### src/design/air_pkg.sv
// Shared types and constants for the AArch64 instruction relocator.
// No dependencies.

package air_pkg;

  localparam logic [31:0] W_LDR_X16_LIT = 32'h5800_0050;
  localparam logic [31:0] W_BR_X16      = 32'hD61F_0200;
  localparam logic [31:0] W_B_SKIP12    = 32'h1400_0003;
  localparam logic [31:0] W_LDR_X30_LIT = 32'h5800_00BE;
  localparam logic [31:0] W_LDR_XD_LIT  = 32'h5800_0040;
  localparam logic [31:0] W_LDR_W_X16   = 32'hB940_0200;
  localparam logic [31:0] W_LDR_X_X16   = 32'hF940_0200;
  localparam logic [31:0] W_LDRSW_X16   = 32'hB980_0200;
  localparam logic [31:0] W_PRFM_X16    = 32'hF980_0200;
  localparam logic [31:0] W_LDR_S_X16   = 32'hBD40_0200;
  localparam logic [31:0] W_LDR_D_X16   = 32'hFD40_0200;
  localparam logic [31:0] W_LDR_Q_X16   = 32'h3DC0_0200;
  localparam logic [31:0] W_NOP         = 32'hD503_201F;

  typedef logic [2:0] kind_t;

  localparam kind_t K_PASS = 3'd0;
  localparam kind_t K_BAD  = 3'd1;
  localparam kind_t K_ADR  = 3'd2;
  localparam kind_t K_LIT  = 3'd3;
  localparam kind_t K_B    = 3'd4;
  localparam kind_t K_BL   = 3'd5;
  localparam kind_t K_COND = 3'd6;

  typedef logic [2:0] word_idx_t;

  // one classified request waiting for emission
  typedef struct packed {
    kind_t       kind;
    logic [31:0] xw;
    logic [63:0] target;
    logic [63:0] ret;
  } relo_item_t;

endpackage

### src/design/air_front.sv
// Front end: classifies an instruction and computes its absolute target.
// Depends on air_pkg.

module air_front (
  input  logic              [31:0] instr_word,
  input  logic              [63:0] instr_addr,
  output air_pkg::relo_item_t      item
);
  import air_pkg::*;

  logic [31:0] w;
  logic [63:0] base;
  logic [63:0] offset;
  logic [4:0]  rt;
  logic [1:0]  opc;

  assign w   = instr_word;
  assign rt  = w[4:0];
  assign opc = w[31:30];

  always_comb begin
    item.kind = K_PASS;
    item.xw   = w;
    base      = instr_addr;
    offset    = {{43{w[23]}}, w[23:5], 2'b00};
    priority if (w[28:24] == 5'b10000) begin
      item.kind = K_ADR;
      item.xw   = W_LDR_XD_LIT | {27'd0, rt};
      if (w[31]) begin
        base   = {instr_addr[63:12], 12'h000};
        offset = {{31{w[23]}}, w[23:5], w[30:29], 12'h000};
      end else begin
        offset = {{43{w[23]}}, w[23:5], w[30:29]};
      end
    end else if (w[29:24] == 6'b011000) begin
      item.kind = K_LIT;
      unique case (opc)
        2'd0: item.xw = W_LDR_W_X16 | {27'd0, rt};
        2'd1: item.xw = W_LDR_X_X16 | {27'd0, rt};
        2'd2: item.xw = W_LDRSW_X16 | {27'd0, rt};
        default: item.xw = W_PRFM_X16 | {27'd0, rt};
      endcase
    end else if (w[29:24] == 6'b011100) begin
      item.kind = K_LIT;
      unique case (opc)
        2'd0: item.xw = W_LDR_S_X16 | {27'd0, rt};
        2'd1: item.xw = W_LDR_D_X16 | {27'd0, rt};
        2'd2: item.xw = W_LDR_Q_X16 | {27'd0, rt};
        default: begin
          item.kind = K_BAD;
          item.xw   = 32'd0;
        end
      endcase
    end else if (w[30:26] == 5'b00101) begin
      item.kind = w[31] ? K_BL : K_B;
      offset    = {{36{w[25]}}, w[25:0], 2'b00};
    end else if (w[31:24] == 8'h54) begin
      item.kind = K_COND;
      if (w[3:1] == 3'b111) begin
        item.xw = W_NOP;
      end else begin
        item.xw = ((w & ~32'h00FF_FFE0) ^ 32'd1) | 32'h0000_00A0;
      end
    end else if (w[30:25] == 6'b011010) begin
      item.kind = K_COND;
      item.xw   = ((w ^ 32'h0100_0000) & ~32'h00FF_FFE0) | 32'h0000_00A0;
    end else if (w[30:25] == 6'b011011) begin
      item.kind = K_COND;
      item.xw   = ((w ^ 32'h0100_0000) & ~32'h0007_FFE0) | 32'h0000_00A0;
      offset    = {{48{w[18]}}, w[18:5], 2'b00};
    end else begin
      item.kind = K_PASS;
    end
    item.target = base + offset;
    item.ret    = instr_addr + 64'd4;
  end

endmodule

### src/design/air_queue.sv
// Short request queue between the front and back ends.
// Depends on air_pkg.

module air_queue #(
  parameter int DEPTH = 2
) (
  input  logic                clk,
  input  logic                rst,
  input  logic                push,
  input  air_pkg::relo_item_t push_item,
  output logic                full,
  output logic                head_valid,
  output air_pkg::relo_item_t head_item,
  input  logic                pop
);
  import air_pkg::*;

  localparam int PW = (DEPTH > 1) ? $clog2(DEPTH) : 1;
  localparam int CW = $clog2(DEPTH + 1);

  relo_item_t    mem [DEPTH];
  logic [PW-1:0] wr_ptr;
  logic [PW-1:0] rd_ptr;
  logic [CW-1:0] count;

  assign full       = (count == CW'(DEPTH));
  assign head_valid = (count != '0);
  assign head_item  = mem[rd_ptr];

  always_ff @(posedge clk) begin
    if (push) begin
      mem[wr_ptr] <= push_item;
    end
  end

  always_ff @(posedge clk) begin
    if (rst) begin
      wr_ptr <= '0;
      rd_ptr <= '0;
      count  <= '0;
    end else begin
      if (push) begin
        wr_ptr <= (wr_ptr == PW'(DEPTH - 1)) ? '0 : wr_ptr + 1'b1;
      end
      if (pop) begin
        rd_ptr <= (rd_ptr == PW'(DEPTH - 1)) ? '0 : rd_ptr + 1'b1;
      end
      if (push && !pop) begin
        count <= count + 1'b1;
      end else if (pop && !push) begin
        count <= count - 1'b1;
      end
    end
  end

endmodule

### src/design/air_back.sv
// Back end: steps through a request's run one word a cycle, unless result_stall holds it, into the output register.
// Depends on air_pkg.

module air_back (
  input  logic                clk,
  input  logic                rst,
  input  logic                head_valid,
  input  air_pkg::relo_item_t head_item,
  output logic                pop,
  output logic                result_valid,
  input  logic                result_stall,
  output logic         [31:0] out_word,
  output logic                is_last,
  output logic                bad_form
);
  import air_pkg::*;

  word_idx_t   idx;
  word_idx_t   last_idx;
  logic [31:0] word;
  logic        load;
  logic        at_last;

  always_comb begin
    unique case (head_item.kind)
      K_ADR, K_B:  last_idx = 3'd3;
      K_LIT, K_COND: last_idx = 3'd4;
      K_BL:        last_idx = 3'd6;
      default:     last_idx = 3'd0;
    endcase
  end

  always_comb begin
    word = head_item.xw;
    unique case (head_item.kind)
      K_ADR: begin
        unique case (idx)
          3'd0: word = head_item.xw;
          3'd1: word = W_B_SKIP12;
          3'd2: word = head_item.target[31:0];
          default: word = head_item.target[63:32];
        endcase
      end
      K_LIT: begin
        unique case (idx)
          3'd0: word = W_LDR_X16_LIT;
          3'd1: word = W_B_SKIP12;
          3'd2: word = head_item.target[31:0];
          3'd3: word = head_item.target[63:32];
          default: word = head_item.xw;
        endcase
      end
      K_B: begin
        unique case (idx)
          3'd0: word = W_LDR_X16_LIT;
          3'd1: word = W_BR_X16;
          3'd2: word = head_item.target[31:0];
          default: word = head_item.target[63:32];
        endcase
      end
      K_BL: begin
        unique case (idx)
          3'd0: word = W_LDR_X30_LIT;
          3'd1: word = W_LDR_X16_LIT;
          3'd2: word = W_BR_X16;
          3'd3: word = head_item.target[31:0];
          3'd4: word = head_item.target[63:32];
          3'd5: word = head_item.ret[31:0];
          default: word = head_item.ret[63:32];
        endcase
      end
      K_COND: begin
        unique case (idx)
          3'd0: word = head_item.xw;
          3'd1: word = W_LDR_X16_LIT;
          3'd2: word = W_BR_X16;
          3'd3: word = head_item.target[31:0];
          default: word = head_item.target[63:32];
        endcase
      end
      default: word = head_item.xw;
    endcase
  end

  assign load    = head_valid && (!result_valid || !result_stall);
  assign at_last = (idx == last_idx);
  assign pop     = load && at_last;

  always_ff @(posedge clk) begin
    if (load) begin
      out_word <= word;
      is_last  <= at_last;
      bad_form <= (head_item.kind == K_BAD);
    end
  end

  always_ff @(posedge clk) begin
    if (rst) begin
      result_valid <= 1'b0;
      idx          <= '0;
    end else begin
      if (load) begin
        result_valid <= 1'b1;
        idx          <= at_last ? '0 : idx + 1'b1;
      end else if (!result_stall) begin
        result_valid <= 1'b0;
      end
    end
  end

endmodule

### src/design/aarch64_insn_relocator_unit.sv
// Top level of the AArch64 PC-relative instruction relocator.
// Depends on air_pkg, air_front, air_queue and air_back.
//
//   channel  valid         stall         payload
//   -------  ------------  ------------  ------------------------------
//   in       instr_valid   instr_stall   instr_word, instr_addr
//   out      result_valid  result_stall  out_word, is_last, bad_form
//
// The back end emits one word per cycle while result_stall does not hold it; a request
// emits 1, 4, 5 or 7 words (BL is 7) through the single output register.
// A request is decoded and its target added in the cycle it is accepted and
// enters a QUEUE_DEPTH-entry queue; from the queue head its words are then registered.
// instr_stall is high only while the queue is full. Synchronous reset empties
// the queue and the output register; no clearing pass.

module aarch64_insn_relocator_unit #(
  parameter int QUEUE_DEPTH = 2
) (
  input  logic        clk,
  input  logic        rst,
  input  logic        instr_valid,
  output logic        instr_stall,
  input  logic [31:0] instr_word,
  input  logic [63:0] instr_addr,
  output logic        result_valid,
  input  logic        result_stall,
  output logic [31:0] out_word,
  output logic        is_last,
  output logic        bad_form
);
  import air_pkg::*;

  relo_item_t front_item;
  relo_item_t head_item;
  logic       full;
  logic       head_valid;
  logic       pop;
  logic       push;

  assign instr_stall = full;
  assign push        = instr_valid && !full;

  air_front u_front (
    .instr_word (instr_word),
    .instr_addr (instr_addr),
    .item       (front_item)
  );

  air_queue #(
    .DEPTH (QUEUE_DEPTH)
  ) u_queue (
    .clk        (clk),
    .rst        (rst),
    .push       (push),
    .push_item  (front_item),
    .full       (full),
    .head_valid (head_valid),
    .head_item  (head_item),
    .pop        (pop)
  );

  air_back u_back (
    .clk          (clk),
    .rst          (rst),
    .head_valid   (head_valid),
    .head_item    (head_item),
    .pop          (pop),
    .result_valid (result_valid),
    .result_stall (result_stall),
    .out_word     (out_word),
    .is_last      (is_last),
    .bad_form     (bad_form)
  );

endmodule
### config.mk
export PLATFORM = sky130hd
export DESIGN_NAME = aarch64_insn_relocator_unit
export DESIGN_NICKNAME = d
export VERILOG_FILES = /design/src/design/air_pkg.sv /design/src/design/air_front.sv /design/src/design/air_queue.sv /design/src/design/air_back.sv /design/src/design/aarch64_insn_relocator_unit.sv
export SDC_FILE = /design/constraint.sdc
export NUM_CORES = 1
export LEC_CHECK = 0
export CORE_UTILIZATION = 35
export DETAILED_ROUTE_END_ITERATION = 10
export DONT_BUFFER_PORTS = 1
export GPL_ROUTABILITY_DRIVEN = 1
export MAX_ROUTING_LAYER = met4
export RECOVER_POWER = 50
export SLEW_MARGIN = 15
export SYNTH_ARGS = -nofsm -noshare
export SYNTH_HDL_FRONTEND = slang
export SYNTH_SLANG_ARGS = --single-unit
### constraint.sdc
create_clock -name clk -period 9.5 [get_ports clk]
set_clock_uncertainty 0.05 [all_clocks]
set_input_delay 0.95 -clock clk [delete_from_list [all_inputs] [get_ports clk]]
set_output_delay 0.95 -clock clk [all_outputs]
set_load 0.02 [all_outputs]
# == After elaboration in Yosys (flattened, before gate mapping) ==
# Memory sizes are Yosys's and may differ from the RTL's. A register that Yosys moved wholly into a read port is not among the register bits.
# Cells that the tools add are included.
# word_totals
regBits,42
latch_bits,0
mem_bits_rw,326
romBits,0
output_inout_bits,36
memories,1
# memory_table
name,depth,word_bits,rd,rd_clocked_by_memory_dff,wr,line_no,source
u_queue.mem,2,163,1,1,1,air_queue.sv:21,relo_item_t mem [DEPTH];
# op_classes
addsub,7
n_mul,0
n_div,0
order_cmp,0
n_eq_ne,24
shifts,0
mux,42
n_bitwise,2
n_reduce_logical,18
# op_table
cell,count
64-bit 2-to-1 mux,7
32-bit case mux with 3 select lines,3
32-bit case mux with 4 select lines,2
32-bit case mux with 6 select lines,1
35-bit 2-to-1 mux,5
32-bit case mux with 5 select lines,1
32-bit 2-to-1 mux,3
31-bit case mux with 3 select lines,1
"64-bit by 3-bit adder with 64-bit output, second input constant",1
64-bit adder,1
25-bit 2-to-1 mux,1
"6-bit by 5-bit == test with 1-bit output, second input constant",4
12-bit 2-to-1 mux,2
"3-bit == test, second input constant",6
"3-bit by 2-bit == test with 1-bit output, second input constant",4
1-bit 2-to-1 mux,9
3-bit 2-to-1 mux,3
3-bit case mux with 3 select lines,1
"8-bit by 7-bit == test with 1-bit output, second input constant",1
"3-bit by 1-bit == test with 1-bit output, second input constant",2
2-bit 2-to-1 mux,3
"5-bit by 3-bit == test with 1-bit output, second input constant",1
"5-bit == test, second input constant",1
1-bit logical AND,5
16 further kinds,25

# == Depth between registers and ports, before layout ==
# logic_depth
depth_word,9
depth_mapped,21

# == By module ==
# Synthesis repeated with hierarchy kept, for this count alone.
# hier_totals
hier_cells,2072
hier_area_um2,22851.9
# modules_own_cells
mod,n_inst,cells_each,area_per_inst_um2
air_queue,1,529,12241.7
air_front,1,881,5677.9
air_back,1,661,4918.5
aarch64_insn_relocator_unit,1,1,13.8

# == Worst setup path before layout ==
# Ideal clock, no wire load.
# synth_path
path_type,input port to flip-flop
start,in instr_valid
end,mem u_queue.mem[0][0] in the netlist's numbering (enable)
setup_time_ns,0.688
arrival_ns,7.801
slack_ns,0.962
cell_stages,2
path_buffers,0
path_cell_list,nand2_1 nor2_1
# synth_between
elab_chain_cells,3
# synth_lines
element,line_no,source
from (decl),aarch64_insn_relocator_unit.sv:21,"input logic instr_valid,"
1-bit logical AND,aarch64_insn_relocator_unit.sv:41,assign push = instr_valid && !full;
1-bit 2-to-1 mux,air_queue.sv:31,if (push) begin
1-bit 2-to-1 mux (implied by the code),air_queue.sv:32,mem[wr_ptr] <= push_item;
to (decl),air_queue.sv:21,
# Every way passes these cells.

==> results.yml <==
status:
  status: "finished with violations"
  violations: "capacitance limit, slew limit"
cts:
  cts_buffer_depth: 3
  clock_sinks: 369
  cts_setup_buffers: 0
  holdBufCountCts: 0
  clkLatencyLatePin_ps: 590
  cts_buffers: 42
  cts-resized-gates: 0
  cts_tree: "done"
  clk_pin_slew_ps: 60
  cts_htree_levels: 2
  root_buffer: "clkbuf_16"
detailed_routing:
  drc: 0
  routed_via_density: 6.072
  avgRoutedWirePerCell_um: 26.59
  vias: 17687
  routed_wirelength_um: 77460
  antenna_left: 0
  drt_iter0_markers: 2091
  drtPass1Iterations: 9
place:
  hpwl_um: 57500
  dpl.cell_count: 2837
  gp_congestion: 1.004
  io_buffers: 0
  place_area_um2: 22950
floorplan:
  core_area_um2: 62050
  ioPinCount: 136
  die_height_um: 253.1
  row_count: 91
  die_area_um2: 64060
  start_util_pct: 35.56
  die_w_um: 253.1
timing:
  fmax_mhz: 156.7
  final.setup.tns_ps: 0
  setup_viol: 0
  maxSlewViolCount: 269
  finalCritPeriodShare_pct: 67.17
  max_slew.worst_pin.slew_ps: 4580
  min_period_ps: 6381
  max-slew-margin-rel_pct: -205.4
  finalHoldViolations: 0
  rsz0062_at_grt: "no"
final_layout:
  layout.nets: 2215
  design_area_um2: 24250
  stdcell_count: 2913
  n_fill_cell: 5925
  layout_commonest_cell: "edfxtp_1"
  postLayoutCoreUtil_pct: 39.09
  syn_to_final_growth_pct: 9.905
  drive_above_1_share_pct: 7.811
  final_cell_mix: "360 x edfxtp_1, 228 x nand2_1, 157 x a21oi_1"
synthesis:
  yosysWarnings: 0
  synth_flop_cell: "edfxtp_1"
  netlist_instances: 2081
  synth-seq-cells: 369
  syn_area_per_cell_um2: 10.60
  seq_area_frac_synth_pct: 49.80
  syn_area_um2: 22070
  synth_enable_flop_cells: 360
  synth_cell_types: 76
  syn-num-nets: 2252
  synth-async-reset-ratio_pct: 0
worst_setup_path:
  critPathLaunchType: "input pin"
  cp.required_ps: 9760
  rrSetupSlack_ps: 3880
  startpoint: "instr_word[25]"
  crit_chain: "or3b_2 > nor3_1 > nand2_1 > and2_1 > ha_1 > a211oi_1 > o21ai_1 > a2111oi_4 > nor3b_2 > o21ai_0 > a21oi_1 > a41oi_1 > nor4_1 > o41a_1 > xnor2_1"
  worst_ep_arrival_time_ps: 6650
  crit_family: "simple AND/OR/NAND/NOR gates"
  critical_path.slowest_cell: "nand2_1"
  cp_max_fo: 35
  path_buf_inv: 0
  max_stage_delay_ps: 870
  end_kind: "register"
  critPathKind: "input pin to register"
global_routing:
  grt_pass1_wl_um: 111300
  grt_antenna_before_repair: 1
  grt_max_degree: 164
  grt_pass1_vias: 16479
  grtUsageTotal_pct: 24.49
  grt.overflow.total: 0
hold_path:
  min_from: "rst"
  hp-class: "input pin to register"
power_and_ir_drop:
  vdd_ir_drop_max_mv: 0.1363
  p_total_w: 0.006814
  powerDensity_nw_per_um2: 280.9
  p_leak_nw: 8.071
flow_run:
  maxCapViolations: 4
## registers in the layout (all words and copies together), names as in the netlist, named ones only
signal,count
u_queue.rd_ptr,1
u_back.out_word,32
u_queue.mem,326
u_back.is_last,1
u_queue.count,2
u_back.bad_form,1
u_queue.wr_ptr,1
u_back.result_valid,1
u_back.idx,3
## cell type report
class | count | area (um^2) | area share (%)
Antenna cell | 2 | 5.005 | 0.02063
Clock buffer | 50 | 1102 | 4.545
Clock inverter | 24 | 227.7 | 0.9389
Inverter | 33 | 123.9 | 0.5107
Multi-Input combinational cell | 1571 | 10570 | 43.56
Sequential cell | 369 | 10990 | 45.31
Tap cell | 837 | 1047 | 4.318
Timing Repair Buffer | 27 | 192.7 | 0.7944
## final timing paths
path	to	cells past startpoint
setup / recovery	u_queue.mem[0][127]	15
hold / removal	u_queue.count[1]	1
setup reg to reg	u_back.out_word[19]	10
hold reg to reg	u_queue.rd_ptr	2
## stage by stage
step	setup slack [ps]	hold WS, ps
floorplan	961.7	422.5
global placement	2617	436.9
detailed placement	2651	449.9
CTS	3249	353.6
global route	2854	375.9
finish	3119	380.0
## cell usage after synthesis, types with 5 or more instances
cell type / count / share of area, %
nand4_1: 24 / 0.68
nand2b_1: 8 / 0.23
nand3_1: 61 / 1.4
or3_1: 8 / 0.23
a211oi_1: 24 / 0.82
a32oi_1: 6 / 0.24
buf_1: 11 / 0.19
a22oi_1: 21 / 0.71
and2_1: 32 / 0.91
and4_1: 5 / 0.20
clkbuf_1: 80 / 1.4
edfxtp_1: 360 / 49
or2_2: 5 / 0.14
o21a_1: 17 / 0.58
nand2_1: 228 / 3.9
nor2b_1: 11 / 0.31
ha_1: 70 / 4.0
o221ai_1: 52 / 2.1
a31oi_1: 18 / 0.51
o2111ai_1: 6 / 0.24
nor3_1: 35 / 0.79
a21o_1: 41 / 1.4
and3_1: 15 / 0.43
a21oi_1: 157 / 3.6
xnor2_1: 89 / 3.5
mux2i_1: 121 / 5.5
inv_1: 32 / 0.54
a221oi_1: 17 / 0.67
o21ai_0: 120 / 2.7
o21bai_1: 13 / 0.44
buf_2: 17 / 0.39
dfxtp_1: 9 / 0.82
o22ai_1: 24 / 0.68
nor2_1: 150 / 2.6
xor2_1: 36 / 1.4
mux2_2: 53 / 2.7
o211ai_1: 23 / 0.78
nor4_1: 7 / 0.20
a2111oi_0: 10 / 0.40
## layer usage
metal  share of wire, %  GRT usage, %
met5                  0             -
met1                 40         29.87
met4                5.6         11.84
met3                9.2         5.715
met2                 45         38.14
## logic make-up after synthesis
logic type | synth area share [%]
adders and majority gates | 4.059
AOI/OAI and AO/OA | 17.86
buffers and inverters | 2.495
DFF | 49.80
xor gates and xnor gates | 4.961
and+or+nand+nor | 12.63
muxes | 8.193
## worst reg2reg max path, cell delays in order, from the launching register on
cell      delay, ps
dfxtp_1        1620
buf_4           870
buf_4           770
mux2i_1         740
nor2_1          120
a21oi_1         160
o21ai_0         140
a211oi_1        270
nor3_1           90
nor4_1          300
a21oi_1         160
## where the power goes
group | internal [W] | leakage (nW) | switching, W
Clock | 0.000913 | 0.645 | 0.000662
Sequential | 0.00230 | 3.45 | 0.000223
Combinational | 0.000814 | 3.98 | 0.00190
(Power assumes the default switching activity.)
